===== config.mk =====
export PLATFORM = sky130hd
export DESIGN_NAME = json_string_unescape
export DESIGN_NICKNAME = d
export VERILOG_FILES = /design/src/hw/rtl/jsu_pkg.sv /design/src/hw/rtl/jsu_front.sv /design/src/hw/rtl/jsu_queue.sv /design/src/hw/rtl/jsu_back.sv /design/src/hw/rtl/json_string_unescape.sv
export VERILOG_INCLUDE_DIRS = /design/src /design/src/hw/rtl
export SDC_FILE = /design/constraint.sdc
export NUM_CORES = 1
export LEC_CHECK = 0
export BUFFER_PORTS_ARGS = -buffer_cell sky130_fd_sc_hd__buf_4
export CORE_MARGIN = 3
export CORE_UTILIZATION = 58
export CTS_CLUSTER_SIZE = 20
export DETAILED_ROUTE_END_ITERATION = 10
export PLACE_DENSITY = 0.8
export SLEW_MARGIN = 40
export SYNTH_ARGS = -nofsm -noshare
export SYNTH_HDL_FRONTEND = slang
export SYNTH_SLANG_ARGS = --single-unit

===== constraint.sdc =====
create_clock -name i_clk -period 10.2 [get_ports i_clk]
set_input_delay 0.51 -clock i_clk [delete_from_list [all_inputs] [get_ports i_clk]]
set_output_delay 0.51 -clock i_clk [all_outputs]
set_load 0.01 [all_outputs]

===== src/hw/rtl/json_string_unescape_assert.svh =====
// assertion macros used by the json string unescape rtl
`ifndef JSON_STRING_UNESCAPE_ASSERT_SVH
`define JSON_STRING_UNESCAPE_ASSERT_SVH

// same-cycle implication, disabled while reset is low
`define JSU_ASSERT_NOW(lbl, clk, rst_n, ante, cons, msg) \
    lbl: assert property (@(posedge clk) disable iff (!rst_n) (ante) |-> (cons)) \
        else $error(msg);

// next-cycle implication, disabled while reset is low
`define JSU_ASSERT_NEXT(lbl, clk, rst_n, ante, cons, msg) \
    lbl: assert property (@(posedge clk) disable iff (!rst_n) (ante) |=> (cons)) \
        else $error(msg);

`endif


===== src/hw/rtl/jsu_pkg.sv =====
// types, codes and helper functions of the json string unescaper
package jsu_pkg;

    localparam int CNT_W       = 13;
    localparam int QUEUE_DEPTH = 4;
    localparam int QPTR_W      = $clog2(QUEUE_DEPTH);
    localparam int QCNT_W      = $clog2(QUEUE_DEPTH + 1);

    // character codes
    localparam logic [7:0] CH_QUOTE = 8'h22;
    localparam logic [7:0] CH_BSL   = 8'h5c;
    localparam logic [7:0] CH_SLASH = 8'h2f;
    localparam logic [7:0] CH_B     = 8'h62;
    localparam logic [7:0] CH_F     = 8'h66;
    localparam logic [7:0] CH_N     = 8'h6e;
    localparam logic [7:0] CH_R     = 8'h72;
    localparam logic [7:0] CH_T     = 8'h74;
    localparam logic [7:0] CH_U     = 8'h75;
    localparam logic [7:0] CH_SPACE = 8'h20;

    // surrogate ranges
    localparam logic [15:0] SURR_HI_MIN = 16'hd800;
    localparam logic [15:0] SURR_HI_MAX = 16'hdbff;
    localparam logic [15:0] SURR_LO_MIN = 16'hdc00;
    localparam logic [15:0] SURR_LO_MAX = 16'hdfff;
    localparam logic [20:0] SUPP_BASE   = 21'h10000;

    localparam logic [CNT_W-1:0] MAX_LEN_RESET = 13'd4096;

    typedef enum logic [3:0] {
        PH_QUOTE = 4'd0,
        PH_STR   = 4'd1,
        PH_ESC   = 4'd2,
        PH_HEX   = 4'd3,
        PH_BSL   = 4'd4,
        PH_U     = 4'd5,
        PH_LOW   = 4'd6
    } t_phase;

    typedef enum logic [1:0] {
        RES_BYTE   = 2'd0,
        RES_CLOSED = 2'd1,
        RES_ERROR  = 2'd2
    } t_res_kind;

    typedef enum logic [3:0] {
        ERR_NO_QUOTE    = 4'd0,
        ERR_CONTROL     = 4'd1,
        ERR_TRUNC_ESC   = 4'd2,
        ERR_BAD_HEX     = 4'd3,
        ERR_MISSING_LOW = 4'd4,
        ERR_BAD_LOW     = 4'd5,
        ERR_LONE_LOW    = 4'd6,
        ERR_UNSUPPORTED = 4'd7,
        ERR_TOO_LONG    = 4'd8,
        ERR_UNTERM      = 4'd9
    } t_err;

    typedef struct packed {
        logic [7:0] in_byte;
        logic       end_of_input;
    } t_in_word;

    typedef struct packed {
        t_res_kind        res_kind;
        logic [7:0]       out_byte;
        t_err             error_code;
        logic [CNT_W-1:0] byte_count;
        logic             last_of_run;
    } t_res_word;

    // one group of results caused by one input byte
    typedef struct packed {
        t_res_kind        kind;
        logic [1:0]       last_idx;
        logic [3:0][7:0]  bytes;
        t_err             error_code;
        logic [CNT_W-1:0] byte_count;
    } t_grp;

    typedef struct packed {
        logic [2:0]      n;
        logic [3:0][7:0] b;
    } t_utf8;

    typedef struct packed {
        logic       ok;
        logic [3:0] d;
    } t_hex;

    function automatic t_hex hex_decode(input logic [7:0] c);
        t_hex h;
        h.ok = 1'b1;
        h.d  = 4'd0;
        if (c >= 8'h30 && c <= 8'h39) begin
            h.d = 4'(c - 8'h30);
        end else if (c >= 8'h61 && c <= 8'h66) begin
            h.d = 4'(c - 8'h57);
        end else if (c >= 8'h41 && c <= 8'h46) begin
            h.d = 4'(c - 8'h37);
        end else begin
            h.ok = 1'b0;
        end
        return h;
    endfunction

    function automatic t_utf8 utf8_encode(input logic [20:0] cp);
        t_utf8 u;
        u.n = 3'd0;
        u.b = '0;
        if (cp <= 21'h7f) begin
            u.n    = 3'd1;
            u.b[0] = cp[7:0];
        end else if (cp <= 21'h7ff) begin
            u.n    = 3'd2;
            u.b[0] = {3'b110, cp[10:6]};
            u.b[1] = {2'b10, cp[5:0]};
        end else if (cp <= 21'hffff) begin
            u.n    = 3'd3;
            u.b[0] = {4'b1110, cp[15:12]};
            u.b[1] = {2'b10, cp[11:6]};
            u.b[2] = {2'b10, cp[5:0]};
        end else begin
            u.n    = 3'd4;
            u.b[0] = {5'b11110, cp[20:18]};
            u.b[1] = {2'b10, cp[17:12]};
            u.b[2] = {2'b10, cp[11:6]};
            u.b[3] = {2'b10, cp[5:0]};
        end
        return u;
    endfunction

endpackage


===== src/hw/rtl/jsu_front.sv =====
// front end: takes raw bytes, runs the string parser and emits result groups
module jsu_front #(
    parameter int LIMIT_CAP = 4096
) (
    input  logic                    i_clk,
    input  logic                    i_rst_n,
    input  logic                    i_cfg_we,
    input  logic [jsu_pkg::CNT_W-1:0] i_cfg_wdata,
    input  logic                    i_accept,
    input  jsu_pkg::t_in_word       i_word,
    output logic                    o_enq,
    output jsu_pkg::t_grp           o_grp
);
    import jsu_pkg::*;

    localparam logic [CNT_W-1:0] CAP_V = CNT_W'(LIMIT_CAP);

    t_phase           r_phase, n_phase;
    logic [15:0]      r_acc, n_acc;
    logic [1:0]       r_dcnt, n_dcnt;
    logic [9:0]       r_hs, n_hs;
    logic [CNT_W-1:0] r_ocnt;
    logic [CNT_W-1:0] r_max_len;

    logic [7:0]       b;
    logic             eoi;
    t_hex             hv;
    logic [15:0]      acc_next;
    logic             do_enc;
    logic [20:0]      enc_cp;
    t_utf8            enc;
    logic [2:0]       nb;
    logic [3:0][7:0]  bytes;
    logic             closed;
    logic             err;
    t_err             ecode;
    logic [CNT_W-1:0] limit;
    logic [CNT_W:0]   sum;
    logic             grp_valid;

    assign b        = i_word.in_byte;
    assign eoi      = i_word.end_of_input;
    assign hv       = hex_decode(b);
    assign acc_next = {r_acc[11:0], hv.d};
    assign limit    = (r_max_len < CAP_V) ? r_max_len : CAP_V;

    // parser step for the byte on the input
    always_comb begin
        n_phase = r_phase;
        n_acc   = r_acc;
        n_dcnt  = r_dcnt;
        n_hs    = r_hs;
        err     = 1'b0;
        ecode   = ERR_NO_QUOTE;
        closed  = 1'b0;
        do_enc  = 1'b0;
        enc_cp  = {5'd0, acc_next};
        nb      = 3'd0;
        bytes   = '0;
        case (r_phase)
            PH_STR: begin
                if (b == CH_QUOTE) begin
                    closed = 1'b1;
                end else if (b < CH_SPACE) begin
                    err   = 1'b1;
                    ecode = ERR_CONTROL;
                end else if (b == CH_BSL) begin
                    if (eoi) begin
                        err   = 1'b1;
                        ecode = ERR_TRUNC_ESC;
                    end else begin
                        n_phase = PH_ESC;
                    end
                end else begin
                    nb       = 3'd1;
                    bytes[0] = b;
                end
            end
            PH_ESC: begin
                n_phase = PH_STR;
                nb      = 3'd1;
                case (b)
                    CH_QUOTE, CH_BSL, CH_SLASH: bytes[0] = b;
                    CH_B: bytes[0] = 8'h08;
                    CH_F: bytes[0] = 8'h0c;
                    CH_N: bytes[0] = 8'h0a;
                    CH_R: bytes[0] = 8'h0d;
                    CH_T: bytes[0] = 8'h09;
                    CH_U: begin
                        nb      = 3'd0;
                        n_phase = PH_HEX;
                        n_acc   = 16'd0;
                        n_dcnt  = 2'd0;
                        if (eoi) begin
                            err   = 1'b1;
                            ecode = ERR_BAD_HEX;
                        end
                    end
                    default: begin
                        nb    = 3'd0;
                        err   = 1'b1;
                        ecode = ERR_UNSUPPORTED;
                    end
                endcase
            end
            PH_HEX: begin
                if (!hv.ok) begin
                    err   = 1'b1;
                    ecode = ERR_BAD_HEX;
                end else begin
                    n_acc = acc_next;
                    if (r_dcnt == 2'd3) begin
                        n_dcnt = 2'd0;
                        if (acc_next >= SURR_HI_MIN && acc_next <= SURR_HI_MAX) begin
                            n_hs    = acc_next[9:0];
                            n_phase = PH_BSL;
                            if (eoi) begin
                                err   = 1'b1;
                                ecode = ERR_MISSING_LOW;
                            end
                        end else if (acc_next >= SURR_LO_MIN && acc_next <= SURR_LO_MAX) begin
                            err   = 1'b1;
                            ecode = ERR_LONE_LOW;
                        end else begin
                            do_enc  = 1'b1;
                            n_phase = PH_STR;
                        end
                    end else begin
                        n_dcnt = r_dcnt + 2'd1;
                        if (eoi) begin
                            err   = 1'b1;
                            ecode = ERR_BAD_HEX;
                        end
                    end
                end
            end
            PH_BSL: begin
                if (b != CH_BSL || eoi) begin
                    err   = 1'b1;
                    ecode = ERR_MISSING_LOW;
                end else begin
                    n_phase = PH_U;
                end
            end
            PH_U: begin
                if (b != CH_U) begin
                    err   = 1'b1;
                    ecode = ERR_MISSING_LOW;
                end else begin
                    n_phase = PH_LOW;
                    n_acc   = 16'd0;
                    n_dcnt  = 2'd0;
                    if (eoi) begin
                        err   = 1'b1;
                        ecode = ERR_BAD_LOW;
                    end
                end
            end
            PH_LOW: begin
                if (!hv.ok) begin
                    err   = 1'b1;
                    ecode = ERR_BAD_LOW;
                end else begin
                    n_acc = acc_next;
                    if (r_dcnt == 2'd3) begin
                        n_dcnt = 2'd0;
                        if (acc_next < SURR_LO_MIN || acc_next > SURR_LO_MAX) begin
                            err   = 1'b1;
                            ecode = ERR_BAD_LOW;
                        end else begin
                            do_enc  = 1'b1;
                            enc_cp  = SUPP_BASE + {1'b0, r_hs, acc_next[9:0]};
                            n_phase = PH_STR;
                        end
                    end else begin
                        n_dcnt = r_dcnt + 2'd1;
                        if (eoi) begin
                            err   = 1'b1;
                            ecode = ERR_BAD_LOW;
                        end
                    end
                end
            end
            default: begin
                // awaiting the opening quote, unused codes too
                n_acc  = 16'd0;
                n_dcnt = 2'd0;
                n_hs   = 10'd0;
                if (b == CH_QUOTE) begin
                    n_phase = PH_STR;
                    if (eoi) begin
                        err   = 1'b1;
                        ecode = ERR_UNTERM;
                    end
                end else begin
                    n_phase = PH_QUOTE;
                    err     = 1'b1;
                    ecode   = ERR_NO_QUOTE;
                end
            end
        endcase

        enc = utf8_encode(enc_cp);
        if (do_enc) begin
            nb    = enc.n;
            bytes = enc.b;
        end

        // length limit first, then the end of input inside a string
        sum = {1'b0, r_ocnt} + {{(CNT_W - 2){1'b0}}, nb};
        if (!err && nb != 3'd0 && sum > {1'b0, limit}) begin
            err   = 1'b1;
            ecode = ERR_TOO_LONG;
        end
        if (!err && !closed && eoi) begin
            err   = 1'b1;
            ecode = ERR_UNTERM;
        end
    end

    // result group for the queue
    assign grp_valid = err || closed || (nb != 3'd0);
    assign o_enq     = i_accept && grp_valid;

    always_comb begin
        o_grp            = '0;
        o_grp.error_code = ERR_NO_QUOTE;
        if (err) begin
            o_grp.kind       = RES_ERROR;
            o_grp.error_code = ecode;
        end else if (closed) begin
            o_grp.kind       = RES_CLOSED;
            o_grp.byte_count = r_ocnt;
        end else begin
            o_grp.kind     = RES_BYTE;
            o_grp.last_idx = 2'(nb - 3'd1);
            o_grp.bytes    = bytes;
        end
    end

    // parser state
    always_ff @(posedge i_clk) begin
        if (!i_rst_n) begin
            r_phase <= PH_QUOTE;
            r_acc   <= 16'd0;
            r_dcnt  <= 2'd0;
            r_hs    <= 10'd0;
            r_ocnt  <= '0;
        end else if (i_accept) begin
            if (err || closed) begin
                r_phase <= PH_QUOTE;
                r_acc   <= 16'd0;
                r_dcnt  <= 2'd0;
                r_hs    <= 10'd0;
                r_ocnt  <= '0;
            end else begin
                r_phase <= n_phase;
                r_acc   <= n_acc;
                r_dcnt  <= n_dcnt;
                r_hs    <= n_hs;
                r_ocnt  <= CNT_W'(sum);
            end
        end
    end

    // length limit register
    always_ff @(posedge i_clk) begin
        if (!i_rst_n) begin
            r_max_len <= MAX_LEN_RESET;
        end else if (i_cfg_we) begin
            r_max_len <= i_cfg_wdata;
        end
    end

endmodule


===== src/hw/rtl/jsu_queue.sv =====
// short queue of result groups between the front and back ends
module jsu_queue (
    input  logic          i_clk,
    input  logic          i_rst_n,
    input  logic          i_enq,
    input  jsu_pkg::t_grp i_grp,
    input  logic          i_deq,
    output jsu_pkg::t_grp o_head,
    output logic          o_empty,
    output logic          o_full
);
    import jsu_pkg::*;

    `include "json_string_unescape_assert.svh"

    t_grp              r_mem [QUEUE_DEPTH];
    logic [QPTR_W-1:0] r_wptr;
    logic [QPTR_W-1:0] r_rptr;
    logic [QCNT_W-1:0] r_count;

    assign o_head  = r_mem[r_rptr];
    assign o_empty = (r_count == '0);
    assign o_full  = (r_count == QCNT_W'(QUEUE_DEPTH));

    // group storage
    always_ff @(posedge i_clk) begin
        if (i_enq) begin
            r_mem[r_wptr] <= i_grp;
        end
    end

    // pointers and fill level
    always_ff @(posedge i_clk) begin
        if (!i_rst_n) begin
            r_wptr  <= '0;
            r_rptr  <= '0;
            r_count <= '0;
        end else begin
            if (i_enq) begin
                r_wptr <= r_wptr + 1'b1;
            end
            if (i_deq) begin
                r_rptr <= r_rptr + 1'b1;
            end
            case ({i_enq, i_deq})
                2'b10:   r_count <= r_count + 1'b1;
                2'b01:   r_count <= r_count - 1'b1;
                default: r_count <= r_count;
            endcase
        end
    end

    `JSU_ASSERT_NOW(a_no_overflow, i_clk, i_rst_n, i_enq, !o_full, "write into full queue")
    `JSU_ASSERT_NOW(a_no_underflow, i_clk, i_rst_n, i_deq, !o_empty, "read from empty queue")
    `JSU_ASSERT_NEXT(a_fill_step, i_clk, i_rst_n, i_enq && !i_deq,
                     r_count == $past(r_count) + 1'b1, "fill level did not rise on write")

endmodule


===== src/hw/rtl/jsu_back.sv =====
// back end: splits each queued group into result words, one per cycle while pop is high
module jsu_back (
    input  logic              i_clk,
    input  logic              i_rst_n,
    input  jsu_pkg::t_grp     i_head,
    input  logic              i_head_empty,
    input  logic              i_pop,
    output logic              o_deq,
    output jsu_pkg::t_res_word o_word
);
    import jsu_pkg::*;

    logic [1:0] r_sub;
    logic       last;

    assign last  = (r_sub == i_head.last_idx);
    assign o_deq = i_pop && !i_head_empty && last;

    // result word from the head group
    always_comb begin
        o_word             = '0;
        o_word.res_kind    = i_head.kind;
        o_word.error_code  = i_head.error_code;
        o_word.byte_count  = i_head.byte_count;
        o_word.last_of_run = last;
        o_word.out_byte    = (i_head.kind == RES_BYTE) ? i_head.bytes[r_sub] : 8'd0;
    end

    // position inside the head group
    always_ff @(posedge i_clk) begin
        if (!i_rst_n) begin
            r_sub <= 2'd0;
        end else if (i_pop && !i_head_empty) begin
            r_sub <= last ? 2'd0 : r_sub + 2'd1;
        end
    end

endmodule


===== src/hw/rtl/json_string_unescape.sv =====
// top level of the json string unescaper
//
// Takes one raw byte per cycle, starting at the opening quote of a json string, and
// returns the unescaped text as utf-8 words, then a closed word with the byte count,
// or a single error word. Input is taken every cycle while full is low; each byte
// that causes results writes one group into a four-entry queue, and the back end
// hands out one result word per cycle while pop is high, so a \u escape that expands
// to up to four bytes drains over as many pops while input keeps flowing. A result
// is registered in the queue before it shows on the output. There is no clearing
// pass after reset. The per-string byte limit is the smaller of the configured
// register and MAX_STRING_BYTES.
module json_string_unescape #(
    parameter int MAX_STRING_BYTES = 4096
) (
    input  logic                      i_clk,
    input  logic                      i_rst_n,
    input  logic                      i_cfg_we,
    input  logic [jsu_pkg::CNT_W-1:0] i_cfg_wdata,
    input  logic                      push,
    output logic                      full,
    input  jsu_pkg::t_in_word         i_word,
    output logic                      empty,
    input  logic                      pop,
    output jsu_pkg::t_res_word        o_word
);
    import jsu_pkg::*;

    localparam int CNT_MAX   = (1 << CNT_W) - 1;
    localparam int LIMIT_CAP = (MAX_STRING_BYTES > CNT_MAX) ? CNT_MAX : MAX_STRING_BYTES;

    logic accept;
    logic enq;
    logic deq;
    t_grp grp;
    t_grp head;

    assign accept = push && !full;

    jsu_front #(
        .LIMIT_CAP (LIMIT_CAP)
    ) u_front (
        .i_clk       (i_clk),
        .i_rst_n     (i_rst_n),
        .i_cfg_we    (i_cfg_we),
        .i_cfg_wdata (i_cfg_wdata),
        .i_accept    (accept),
        .i_word      (i_word),
        .o_enq       (enq),
        .o_grp       (grp)
    );

    jsu_queue u_queue (
        .i_clk   (i_clk),
        .i_rst_n (i_rst_n),
        .i_enq   (enq),
        .i_grp   (grp),
        .i_deq   (deq),
        .o_head  (head),
        .o_empty (empty),
        .o_full  (full)
    );

    jsu_back u_back (
        .i_clk        (i_clk),
        .i_rst_n      (i_rst_n),
        .i_head       (head),
        .i_head_empty (empty),
        .i_pop        (pop),
        .o_deq        (deq),
        .o_word       (o_word)
    );

endmodule

== Word-level counts from Yosys, hierarchy flattened ==
Memory sizes are Yosys's and may differ from the RTL's. A register that Yosys moved wholly into a read port is not among the register bits.
Index checks and enable logic that the tools add are counted.

* Add/subtract/negate cells: 12
* Magnitude comparators: 19
* Equal/unequal tests: 39
* Muxes and demuxes: 132
* Reductions and logical operators: 34

{| class="wikitable"
|+ Operator list
! cell !! count
|-
| $mux 4 || 31
|-
| $mux 21 || 4
|-
| $mux 34 || 2
|-
| $eq 8x7->1 const B || 7
|-
| $mux 8 || 7
|-
| $mux 13 || 4
|-
| $mux 12 || 4
|-
| $pmux 12 s4 || 1
|-
| $pmux 4 s6 || 2
|-
| $pmux 8 s6 || 1
|-
| $mux 10 || 4
|-
| $mux 1 || 34
|-
| $mux 3 || 11
|-
| $ge 16x16->1 const B || 2
|-
| $le 16x16->1 const B || 2
|-
| $mux 16 || 2
|-
| $mux 32 || 1
|-
| $mux 2 || 12
|-
| $mux 24 || 1
|-
| $mux 22 || 1
|-
| $add 17x20->21 const A || 1
|-
| $le 21x11->1 const B || 1
|-
| $le 21x16->1 const B || 1
|-
| $le 21x7->1 const B || 1
|-
| other kinds (52) || 99
|}

* Bits in registers: 63
* Memory bits (writable): 212
* Input port bits: 27
* Output and inout bits: 30
* Logic and storage cells: 247
* Memories kept: 1

{| class="wikitable"
|+ Memory list
! memory !! words !! bits a word !! rd ports !! clocked after Yosys merged registers in !! write ports !! line !! RTL
|-
| u_queue.r_mem || 4 || 53 || 1 || 1 || 1 || jsu_queue.sv:16 || <nowiki>t_grp r_mem [QUEUE_DEPTH];</nowiki>
|}

== Depth between registers and ports, before layout ==
Gate-level depths: netlist of run 1.

* Depth in word-level cells: 29
* Mapped depth: 35
* Depth with buffers taken out: 32

== Modules after synthesis ==
From an unflattened synthesis of run 1, not the netlist that was laid out.

* Cells, all modules: 1011
* Area, all modules: 13475.4 um2

{| class="wikitable"
|+ Modules (own cells, without submodules)
! module !! instances !! cells each !! area each (um2) !! seq. area each (um2)
|-
| jsu_queue || 1 || 323 || 8161.6 || 6546.3
|-
| jsu_front || 1 || 633 || 4757.1 || 1061.0
|-
| jsu_back || 1 || 54 || 543.0 || 40.0
|-
| json_string_unescape || 1 || 1 || 13.8 || 0.0
|}

== Worst setup path before layout of run 1 ==
OpenSTA, ideal clock, no wires.

* Kind: input -> register
* From: input port i_word[1] (netlist name)
* To: memory u_queue.r_mem[0][0] (netlist name) (enable)
* Setup time: 0.413 ns
* Data arrival time: 7.115 ns
* Data required time: 9.787 ns
* Setup slack: 2.672 ns
* Stages: 29
* Buffers on the path: 3
* Path through: inv_1 > ha_1 > or3b_2 > and4_1 > clkbuf_1 > o211ai_2 > o21a_1 > or4_1 > buf_2 > o21ai_0 > a21oi_1 > ha_1 > inv_1 > fa_1 > nor2b_1 > o21a_1 > nand3_1 > nor2_1 > xor2_1 > ha_1 > and4_1 > nand4_1 > a211oi_1 > or3_1 > o311a_1 > clkbuf_1 > nor4b_4 > a31oi_1 > and2_1

* Word-level cells in the longest chain between the ends: 29
* Elaborated cells on any way between the ends: 100
* Those cells by class: 5 x add/sub; 17 x order compare; 11 x eq/ne; 48 x mux; 19 x reduce/logical

{| class="wikitable"
|+ RTL lines
! element !! line !! RTL
|-
| start, declared || json_string_unescape.sv:21 || <nowiki>input jsu_pkg::t_in_word i_word,</nowiki>
|-
| $ge 8x7->1 / $le 8x7->1 (equally long branches) || jsu_pkg.sv:99 || <nowiki>end else if (c >= 8'h41 && c <= 8'h46) begin</nowiki>
|-
| $logic_and 1x1->1 || jsu_pkg.sv:99 ||
|-
| $mux 4 || jsu_pkg.sv:99 ||
|-
| $mux 4 || jsu_pkg.sv:97 || <nowiki>end else if (c >= 8'h61 && c <= 8'h66) begin</nowiki>
|-
| $mux 4 || jsu_pkg.sv:95 || <nowiki>if (c >= 8'h30 && c <= 8'h39) begin</nowiki>
|-
| $lt 16x16->1 / $gt 16x16->1 (equally long branches) || jsu_front.sv:167 || <nowiki>if (acc_next < SURR_LO_MIN || acc_next > SURR_LO_MAX) begin</nowiki>
|-
| $logic_or 1x1->1 || jsu_front.sv:167 ||
|-
| $mux 21 || jsu_front.sv:167 ||
|-
| [12 not listed] || n/a ||
|-
| $logic_not 1->1 || jsu_front.sv:215 || <nowiki>if (!err && !closed && eoi) begin</nowiki>
|-
| $logic_and 1x1->1 (2 in series) || jsu_front.sv:215 ||
|-
| $mux 1 || jsu_front.sv:215 ||
|-
| $logic_or 1x1->1 || jsu_front.sv:222 || <nowiki>assign grp_valid = err || closed || (nb != 3'd0);</nowiki>
|-
| $logic_or 1x1->1 * || jsu_front.sv:222 ||
|-
| $logic_and 1x1->1 * || jsu_front.sv:223 || <nowiki>assign o_enq = i_accept && grp_valid;</nowiki>
|-
| $mux 1 * || jsu_queue.sv:27 || <nowiki>if (i_enq) begin</nowiki>
|-
| $mux 1 (implied by the code) * || jsu_queue.sv:28 || <nowiki>r_mem[r_wptr] <= i_grp;</nowiki>
|-
| end, declared || jsu_queue.sv:16 ||
|}

Mark *: on every way between the ends. The rest lies on a longest branch, timed or not.

== Final worst setup path of run 1 ==
* From: input port i_word[1] (netlist name)
* To: register u_queue.r_count[2]

* Word-level cells in the longest chain between the ends: 29
* Elaborated cells on any way between the ends: 102
* Those cells by class: 5 x add/sub; 17 x order compare; 13 x eq/ne; 47 x mux; 20 x reduce/logical

{| class="wikitable"
|+ RTL lines
! element !! line !! RTL
|-
| $ge 8x7->1 / $le 8x7->1 (equally long branches) || jsu_pkg.sv:99 ||
|-
| $logic_and 1x1->1 || jsu_pkg.sv:99 ||
|-
| $mux 4 || jsu_pkg.sv:99 ||
|-
| $mux 4 || jsu_pkg.sv:97 ||
|-
| $mux 4 || jsu_pkg.sv:95 ||
|-
| $lt 16x16->1 / $gt 16x16->1 (equally long branches) || jsu_front.sv:167 ||
|-
| $logic_or 1x1->1 || jsu_front.sv:167 ||
|-
| $mux 21 || jsu_front.sv:167 ||
|-
| [12 not listed] || n/a ||
|-
| $logic_not 1->1 || jsu_front.sv:215 ||
|-
| $logic_and 1x1->1 (2 in series) || jsu_front.sv:215 ||
|-
| $mux 1 || jsu_front.sv:215 ||
|-
| $logic_or 1x1->1 || jsu_front.sv:222 ||
|-
| $logic_or 1x1->1 * || jsu_front.sv:222 ||
|-
| $logic_and 1x1->1 * || jsu_front.sv:223 ||
|-
| $eq 2x1->1 / $eq 2x2->1 (equally long branches) || jsu_queue.sv:45 || <nowiki>case ({i_enq, i_deq})</nowiki>
|-
| $pmux 3 s2 / $reduce_bool 2->1 (equally long branches) || n/a ||
|-
| end signal, assigned || jsu_queue.sv:46 || <nowiki>2'b10: r_count <= r_count + 1'b1;</nowiki>
|-
| end signal, assigned || jsu_queue.sv:47 || <nowiki>2'b01: r_count <= r_count - 1'b1;</nowiki>
|-
| end signal, assigned || jsu_queue.sv:48 || <nowiki>default: r_count <= r_count;</nowiki>
|-
| end, declared || jsu_queue.sv:19 || <nowiki>logic [QCNT_W-1:0] r_count;</nowiki>
|}

Marks and branches as above.
A chain may end at the register's enable or synchronous reset.

==> results.md, run 1 <==
- Vias in the first global route: 8149
- Unrepaired setup endpoints after global routing: false
- Status: finished clean
- Fill cell count: between 1000 and 1500
- Final min period: 8100 ps
- Final net count: 1064
- R2R depth: 30
- Worst-Skew Late Latency: about 530 ps
- RD Place Congestion: 0.922
- CTS Hold Buffers Added: 0
- I/O Buffers: 56
- Worst Path Max Fanout: 14
- Slowest stage delay, CP: roughly 500 ps
- Fin cells: 1302
- Commonest cells after routing, fill and taps aside: 200 x edfxtp_1, 93 x nand2_1, 67 x buf_4
- Leading area contributor after synthesis: edfxtp_1
- Worst r2r src: u_front.r_phase[2]$_SDFFE_PN0P_
- Via Count: 8324
- Mean Syn Cell Area: between 10 and 15 um2
- Core area: 21200 um2
- Slowest CP cell: o311a_1
- Final HPWL from detailed placement: 19.3 mm
- Postcts setup bufs: 0
- Final hold violation count: 0
- Post-Syn Nets: 1031
- Worst Path Required: approximately 11000 ps
- MaxCap Viol Count: 0
- Placed Cells: around 1300
- Skew final: 21.7 ps
- Yosys warns: 0
- First-pass GRT wire length: 46.7 mm
- Critical path arrival: 8550 ps
- GRT Util Overall: 25.0%
- Synth top area share: 47.5%
- Die footprint: 23600 um2
- Cell Int Power: 0.00187 W
- Cell row count: 53
- Critical Path End Type: flop
- Fmax: 123 MHz
- Gate Count Post-Synth: slightly below 1000
- Worst-Margin Slew: 873 ps
- Clock sinks: 264
- Fraction of registers with async set/reset: 0%
- TritonCTS clock tree: yes
- CTS H-tree depth: 1
- Worst Setup SP: i_word[1]
- Synth Flop Type: edfxtp_1
- PostCTS Resize Cnt: 0
- Cell area power density: 172 nW/um2
- Total power: 0.00243 W
- TritonRoute pass-1 iters: 5
- Reg area: 7290 um2
- FF-to-FF setup slack: around 2200 ps
- Setup Viol. Count Final: 0
- Die height: 154 um
- Layout cells sized above 1: 18.8%
- Flops & latches, synth: 264
- Worst setup endpoint: u_queue.r_count[2]$_SDFFE_PN0P_
- Netlist cell types: 84
- Sequential-to-total area share from yosys stat: 57.7%
- Number of antenna-violating nets in the routed design: 0
- Logic pwr share: 10.6%
- Area delta synth->final: 11.5%
- Max clock buf depth: 3
- Startpoint Class: input pin
- Die Wd: 154 um
- Post-synth EDFFs: 200
- Multi-input gate area: around 5000 um2
- Commonest non-fill, non-tap cell in the layout: edfxtp_1
- Leakage power: approximately 5 nW
- Number of DRC markers in iteration 0: 769
- Hold Path Class: in2reg
- Worst VDD drop: 0.0914 mV
- Final TNS setup: 0 ps
- N_diodes: 0
- Initial antenna violation count: 3
- Largest cells by area after synthesis: edfxtp_1 48%, mux4_2 10%, dfxtp_1 10%
- DR vias/cell: 6.39
- Routed WL: 29.9 mm
- CTS buffer count: 26
- Final period utilization: 79.4%
- Post-route DRC: 0
- Fin. max-slew vios: 0
- Initial Utilization: 59.5%
- Num ports: 57
- Pin count of the biggest net entering global routing: 82
- Mapped cell area: 12600 um2
- R2R Path End: u_queue.r_count[2]$_SDFFE_PN0P_
- Hold path cells: 3
- Worst slew margin: 41.8%
- Clock share of power: 39.1%
- Clock Tree Root: clkbuf_16
- Hold Crit Start: i_cfg_wdata[12]
- Crit Path Class: in2reg
- WL/cell: roughly 23 um
- Psw: 0.000562 W
- Sw Ratio: 23.1%
- Sequential Power Share: 50.4%
- Overflow after GRT: 0
- CTS clk-pin slew, worst paths: about 60 ps
==> area by class of cell <==
type,count,area share [%]
Clock buffer,32,4.78
Clock inverter,16,1.20
Inverter,31,0.826
Multi-Input combinational cell,616,35.4
Sequential cell,264,51.7
Tap cell,275,2.44
Timing Repair Buffer,68,3.65
==> logic make-up after synthesis <==
kind of cell,synth area share (%)
XOR/XNOR,1.32
adder cells (fa/ha/maj),3.09
buffers and inverters,3.09
AND/OR/NAND/NOR,13.4
flip-flops,57.7
multiplexers,12.5
AO/OA/AOI/OAI,8.93
==> synthesized netlist by cell type, types with 5 or more instances <==
library cell  instances
a21oi_1              32
nand3_1              33
o211ai_1              9
mux4_2               57
xnor2_1              10
nor4_1                5
o21a_1               10
nand4_1               6
clkbuf_1             42
nor3_1               16
or4_1                 6
xor2_1                9
nand2_1              93
buf_1                 7
edfxtp_1            200
nor2b_1              28
inv_1                30
a211o_1               6
a31oi_1              14
buf_2                 9
and3_1                9
nand2b_1              7
dfxtp_1              64
a21boi_0              8
mux2i_1              29
or3_1                 6
nor2_1               52
ha_1                 28
o22ai_1              12
o21ai_0              22
and2_1               26
==> routing by layer <==
layer | global-route usage (%) | vias up | part of all wire [%]
li1 | - | 3780 | -
met1 | 36.0 | 4060 | 42
met2 | 40.7 | 412 | 48
met3 | 3.94 | 66 | 7.5
met4 | 6.31 | 6 | 2.7
met5 | 0 | - | 0.094
==> through the flow <==
step / hold slack [ps] / cell area [um2] / util [%] / worst slack [ps]
2_1_floorplan: 438 / 12600 / - / 2670
3_3_place_gp: 446 / 13200 / 62.3 / 1970
3_5_place_dp: 456 / 13200 / 62.4 / 1630
4_1_cts: 199 / 14100 / 66.3 / 2110
5_1_grt: 201 / 14100 / 66.4 / 1440
6_report: 208 / 14100 / 66.4 / 2100
==> power groups by stage <==
| stage | combinational, W | sequential [W] | clock (W) |
|---|---|---|---|
| after global placement | 0.000249 | 0.00124 | 0 |
| after global routing | 0.000276 | 0.00123 | 0.00100 |
| after floorplan | 0.000183 | 0.00123 | 0 |
| after detailed placement | 0.000253 | 0.00124 | 0 |
| final | 0.000257 | 0.00122 | 0.000949 |
| after CTS | 0.000259 | 0.00122 | 0.000957 |
==> critical path, delay by kind of cell <==
| family | cells | cell delay, ps |
|---|---|---|
| fa+ha+maj | 6 | 1770 |
| xor+xnor | 2 | 380 |
| simple gates | 11 | 3020 |
| compound gates | 9 | 2330 |
| buf+inv | 5 | 510 |
==> registers in the layout (all words and copies together) (netlist names), named ones only <==
name,flops
u_queue.r_mem,200
u_queue.r_wptr,2
u_front.r_max_len,13
u_front.r_acc,12
u_queue.r_rptr,2
u_front.r_hs,10
u_front.r_ocnt,13
u_queue.r_count,3
u_front.r_phase,3
u_back.r_sub,2
u_front.r_dcnt,2
==> how the worst min path moves through the flow <==
| stage | endpoint | slack, ps |
|---|---|---|
| after floorplan | u_front.r_hs[0]$_SDFFE_PN0P_ | 440 |
| after global placement | u_front.r_hs[3]$_SDFFE_PN0P_ | 450 |
| after detailed placement | u_front.r_hs[3]$_SDFFE_PN0P_ | 460 |
| after CTS | u_front.r_max_len[12]$_SDFFE_PN1P_ | 200 |
| after global routing | u_front.r_max_len[12]$_SDFFE_PN1P_ | 200 |
| final | u_front.r_max_len[12]$_SDFFE_PN1P_ | 210 |
(Power assumes the default switching activity.)
==> run 2, diff against run 1 <==
clock period = 8.5 ns   (was 10.2 ns; I/O delays follow)
==> run 2 against run 1 <==
Compared with the run above:
- critical path depth unchanged
- clock power grew 26%
- via count increased by 0.19%
- setup slack worse by 1500 ps
- register-to-register slack worse by 1400 ps
- critical path type unchanged
- final area increased by 1.0%
- die area stayed put
- highest routed layer unchanged
- sequential cell count unchanged
==> results.md, run 2 (same netlist as run 1, synthesis figures left out) <==
- Final HPWL from detailed placement: 19.1 mm
- Fmax: 127 MHz
- Crit Path Class: in2reg
- Clock Tree Root: clkbuf_16
- DR vias/cell: 6.37
- Hold Path Class: in2reg
- First-pass GRT wire length: 45.6 mm
- Die Wd: between 150 and 200 um
- Worst Setup SP: i_word[1]
- Die footprint: 23600 um2
- Final hold violation count: 0
- Leakage power: 5.12 nW
- Overflow after GRT: 0
- Fin. max-slew vios: 0
- FF-to-FF setup slack: ~760 ps
- Placed Cells: approximately 1300
- Cell row count: 53
- Final min period: 7860 ps
- Worst-Skew Late Latency: 520 ps
- Slowest stage delay, CP: 500 ps
- Num ports: between 50 and 60
- R2R depth: 30
- Biggest regs: u_queue.r_mem: 200 flops, u_front.r_max_len: 13 flops, u_front.r_ocnt: 13 flops
- Fill cell count: 1451
- Layout cells sized above 1: 19.7%
- CTS clk-pin slew, worst paths: 60 ps
- Final period utilization: around 92%
- I/O Buffers: 56
- Routed WL: 28.8 mm
- Max clock buf depth: 3
- Final net count: 1071
- Status: finished clean
- Via Count: 8340
- Area delta synth->final: 12.7%
- Critical path arrival: 8300 ps
- CTS H-tree depth: 1
- Fin area: around 14000 um2
- Commonest cells after routing, fill and taps aside: 200 x edfxtp_1, 93 x nand2_1, 73 x buf_4
- Number of DRC markers in iteration 0: ~930
- TritonRoute pass-1 iters: 6
- Slowest CP cell: o311a_1
- Core area: 21200 um2
- Max FFs per register: 200
- CTS Hold Buffers Added: 0
- Setup Viol. Count Final: 0
- PostCTS Resize Cnt: 0
- R2R Path End: u_queue.r_count[2]$_SDFFE_PN0P_
- Vias in the first global route: just under 8000
- Biggest register: u_queue.r_mem
- Fin cells: 1310
- Startpoint Class: input pin
- Initial antenna violation count: 3
- Worst Path Max Fanout: 14
- Worst VDD drop: 0.113 mV
- Worst-Margin Slew: a little under 900 ps
- TritonCTS clock tree: yes
- Worst r2r src: u_front.r_phase[2]$_SDFFE_PN0P_
- Postcts setup bufs: 0
- Pin count of the biggest net entering global routing: slightly above 80
- Worst setup endpoint: u_queue.r_count[2]$_SDFFE_PN0P_
- Critical Path End Type: flop
- CTS buffer count: 26
- Worst slew margin: 42.1%
- Cell Area, Placed: approximately 13000 um2
- GRT Util Overall: 24.2%
- Skew final: 10.6 ps
- WL/cell: approximately 22 um
- Number of antenna-violating nets in the routed design: 0
- Unrepaired setup endpoints after global routing: false
- Post-route DRC: 0
- Worst Path Required: 8940 ps
- Final TNS setup: 0 ps
- MaxCap Viol Count: 0
- RD Place Congestion: 0.966
- Clock sinks: 264
- Cell area power density: around 210 nW/um2
- Initial Utilization: 59.5%
- Die height: roughly 150 um
- Commonest non-fill, non-tap cell in the layout: edfxtp_1
## run 2: cell types whose count changed in the layout (fill, tap and decap cells not counted), moves of 2 or more
cell	previous run	this run
buf_12	0	2
buf_4	67	73
clkbuf_1	6	4
clkinv_2	2	5
clkbuf_8	0	3
clkinv_1	6	4
clkinvlp_2	2	0
## run 2: final cells by class
| class | count | area [um2] | share of cell area, % |
|---|---|---|---|
| clock buffer | 34 | 732 | 5.14 |
| antenna | 1 | 2.50 | 0.0176 |
| timing repair buffer | 75 | 588 | 4.13 |
| inverter | 31 | 116 | 0.817 |
| tap | 275 | 344 | 2.42 |
| multi-input combinational | 616 | 4980 | 35.0 |
| clock inverter | 14 | 175 | 1.23 |
| sequential | 264 | 7290 | 51.2 |
## run 2: power by group
| part | internal (W) | switching, W |
|---|---|---|
| registers | 0.00144 | 0.0000338 |
| clock network | 0.000729 | 0.000473 |
| logic | 0.000153 | 0.000155 |
## run 2: worst min-delay path by stage
| stage | slack [ps] | end | cells after the start | startpoint |
|---|---|---|---|---|
| global placement | 450 | u_front.r_hs[3]$_SDFFE_PN0P_ | 2 | u_front.r_hs[3]$_SDFFE_PN0P_ |
| CTS | 130 | u_front.r_max_len[12]$_SDFFE_PN1P_ | 3 | i_cfg_wdata[12] |
| detailed placement | 460 | u_front.r_hs[3]$_SDFFE_PN0P_ | 2 | u_front.r_hs[3]$_SDFFE_PN0P_ |
| finish | 140 | u_front.r_max_len[12]$_SDFFE_PN1P_ | 3 | i_cfg_wdata[12] |
| global route | 160 | u_front.r_max_len[12]$_SDFFE_PN1P_ | 3 | i_cfg_wdata[12] |
| floorplan | 440 | u_front.r_hs[0]$_SDFFE_PN0P_ | 2 | u_front.r_hs[0]$_SDFFE_PN0P_ |
## run 2: critical path, delay by kind of cell
kind                       cells  cell delay [ps]
AOI/OAI and AO/OA              9             2250
xor gates and xnor gates       2              370
adders and majority gates      6             1780
buffers and inverters          5              520
and+or+nand+nor               11             2910
## run 2: layer usage
| layer | up-vias | GRT usage [%] | part of all wire [%] |
|---|---|---|---|
| met1 | 4006 | 36.3 | 41 |
| met3 | 66 | 4.31 | 9.5 |
| met5 | - | 1.04 | 0.063 |
| li1 | 3798 | - | - |
| met2 | 466 | 36.8 | 47 |
| met4 | 4 | 7.02 | 2.5 |
## run 2: metrics by stage
step / util, % / worst slack, ps / total power, W / hold WS (ps)
floorplan: - / 1060 / 0.00169 / 438
global placement: 62.5 / 513 / 0.00178 / 448
detailed placement: 62.7 / 188 / 0.00180 / 458
CTS: 67.0 / 679 / 0.00299 / 127
global route: 67.1 / 192 / 0.00308 / 158
finish: 67.1 / 644 / 0.00298 / 140
==> run 3, diff against run 2 <==
BUFFER_PORTS_ARGS = not set   (was -buffer_cell sky130_fd_sc_hd__buf_4)
CELL_PAD_IN_SITES_DETAIL_PLACEMENT = 1   (was not set)
CELL_PAD_IN_SITES_GLOBAL_PLACEMENT = 1   (was not set)
CORE_UTILIZATION = 53   (was 58)
DONT_BUFFER_PORTS = 1   (was not set)
PLACE_DENSITY = 0.84   (was 0.8)
==> run 3 against run 2 <==
Compared with the run above:
- register-to-register slack hardly changed
- final area is 3.0% lower
- clock skew is 15 ps higher
- combinational power is 14% lower
- wire length is 6.9% higher
- clock power is 7% lower
- sequential power hardly changed
- sequential cell count stayed put
- core utilization is 7.2 points lower
- critical endpoint unchanged
- largest power group unchanged
==> results.md, run 3 (same netlist as run 1, synthesis figures left out) <==
- Status: finished clean
- CTS buffer count: 27
- Worst r2r src: u_front.r_acc[7]$_SDFFE_PN0P_
- Slowest CP cell: o311a_1
- M1 WL: 13.9 mm
- Total power: 0.00285 W
- Overflow after GRT: 0
- Final min period: 7800 ps
- Worst Path Required: 8920 ps
- Final net count: 1018
- Worst-Skew Late Latency: 530 ps
- Fill cell count: about 2300
- Max clock buf depth: 3
- Critical path arrival: 8230 ps
- Post-route DRC: 0
- CTS clk-pin slew, worst paths: 60 ps
- Worst Path Max Fanout: 14
- Metal2 WL: 15.0 mm
- Routed WL: 30.8 mm
- Clock sinks: 264
- Skew final: 25.5 ps
- Startpoint Class: input pin
- Clock Tree Root: clkbuf_16
- Worst Setup SP: i_word[1]
- Layout cells sized above 1: between 10% and 20%
- Number of DRC markers in iteration 0: 619
- Placed Cells: 1243
- Area delta synth->final: 9.34%
- Num ports: 57
- DR vias/cell: about 6.2
- I/O Buffers: 0
- WL/cell: approximately 24 um
- Crit Path Class: in2reg
- Cell area power density: ~200 nW/um2
- Final hold violation count: 0
- First-pass GRT wire length: 48.7 mm
- Worst VDD drop: between 0.1 and 0.15 mV
- TritonCTS clock tree: yes
- Final HPWL from detailed placement: 21.2 mm
- Die footprint: roughly 26000 um2
- Worst-Margin Slew: 833 ps
- Worst setup endpoint: u_queue.r_count[2]$_SDFFE_PN0P_
- Hold path cells: 2
- Final period utilization: slightly above 90%
- Unrepaired setup endpoints after global routing: false
- Via Count: 8060
- Multi-input gate area: between 4000 and 5000 um2
- CTS H-tree depth: 1
- Core area: 23100 um2
- Biggest regs: u_queue.r_mem: 200 flops, u_front.r_max_len: 13 flops, u_front.r_ocnt: 13 flops
- FF-to-FF setup slack: 750 ps
- Fmax: 128 MHz
- N_diodes: 0
- Leakage power: 4.82 nW
- Slowest stage delay, CP: around 500 ps
- R2R Path End: u_queue.r_count[2]$_SDFFE_PN0P_
- R2R depth: 30
- Fin cells: 1294
- Initial antenna violation count: 0
- Commonest cells after routing, fill and taps aside: 200 x edfxtp_1, 93 x nand2_1, 62 x dfxtp_1
- Commonest non-fill, non-tap cell in the layout: edfxtp_1
- Final TNS setup: 0 ps
- Max FFs per register: 200
- RD Place Congestion: 0.918
- Critical Path End Type: flop
- Number of antenna-violating nets in the routed design: 0
- GRT Util Overall: between 20 and 25%
- Die Wd: 160 um
- Reg area: 7290 um2
- Worst slew margin: 43.0%
- Die height: roughly 160 um
- Highest routed layer: met4
- Setup Viol. Count Final: 0
- Fin. max-slew vios: 0
- Vias in the first global route: between 8000 and 9000
- Initial Utilization: 54.8%
- MaxCap Viol Count: 0
- Biggest register: u_queue.r_mem
- Hold Path Class: in2reg
- TritonRoute pass-1 iters: 5
- Final Core Density: 59.9%
- Pin count of the biggest net entering global routing: 82
- Met3 WL: 1.48 mm
- Cell row count: 55
## run 3: cell count changes in the layout (fill, tap and decap cells not counted), sizes merged
cell / previous run / this run
clkbuf: 34 / 38
buf: 75 / 19
diode: 1 / 0
bufinv: 4 / 0
dlygate4sd3: 0 / 2
clkinvlp: 1 / 2
## run 3: worst min-delay path by stage
stage	endpoint	slack, ps	startpoint
3_5_place_dp	u_front.r_hs[4]$_SDFFE_PN0P_	460	u_front.r_hs[4]$_SDFFE_PN0P_
4_1_cts	u_front.r_max_len[12]$_SDFFE_PN1P_	10	i_cfg_we
6_report	u_front.r_max_len[12]$_SDFFE_PN1P_	30	i_cfg_we
5_1_grt	u_front.r_max_len[12]$_SDFFE_PN1P_	10	i_cfg_we
3_3_place_gp	u_front.r_hs[3]$_SDFFE_PN0P_	450	u_front.r_hs[3]$_SDFFE_PN0P_
2_1_floorplan	u_front.r_hs[0]$_SDFFE_PN0P_	440	u_front.r_hs[0]$_SDFFE_PN0P_
## run 3: critical path: cells and delay by family
family,cells,cell delay (ps)
compound gates,9,2350
xor+xnor,2,410
fa+ha+maj,6,1810
buf+inv,4,360
simple gates,11,2850
## run 3: layout make-up
cell class              count  share of cell area (%)
repair buffers             21                    1.36
well taps                 313                    2.83
multi-input cells         616                    36.1
inverters                  31                   0.842
clock buffers              38                    5.62
flip-flops and latches    264                    52.8
clock inverters            11                   0.489
## run 3: power breakdown
group	total, W	switching (W)	internal (W)
Combinational	0.000266	0.000142	0.000123
Clock	0.00111	0.000476	0.000637
Sequential	0.00147	0.0000316	0.00144
Total	0.00285	0.000650	0.00220
## run 3: layer usage
| metal | vias to the layer above | track usage, % |
|---|---|---|
| met5 | - | 0 |
| met4 | 0 | 3.35 |
| li1 | 3684 | - |
| met1 | 4113 | 35.0 |
| met3 | 34 | 3.22 |
| met2 | 229 | 40.1 |
## run 3: stage by stage
| step | hold WS (ps) | cell area, um2 | worst slack [ps] |
|---|---|---|---|
| 5_1_grt | 11.1 | 13800 | 230 |
| 3_5_place_dp | 465 | 12900 | 247 |
| 4_1_cts | 13.1 | 13800 | 729 |
| 6_report | 27.7 | 13800 | 696 |
| 3_3_place_gp | 447 | 12900 | 650 |
| 2_1_floorplan | 438 | 12600 | 1060 |
## run 3: repair_timing
| item | in CTS | in global routing |
|---|---|---|
| setup buffers | 0 | 0 |
| resized for setup | 0 | 0 |
| hold endpoints to repair | 1 | 1 |
| hold buffers | 1 | 1 |
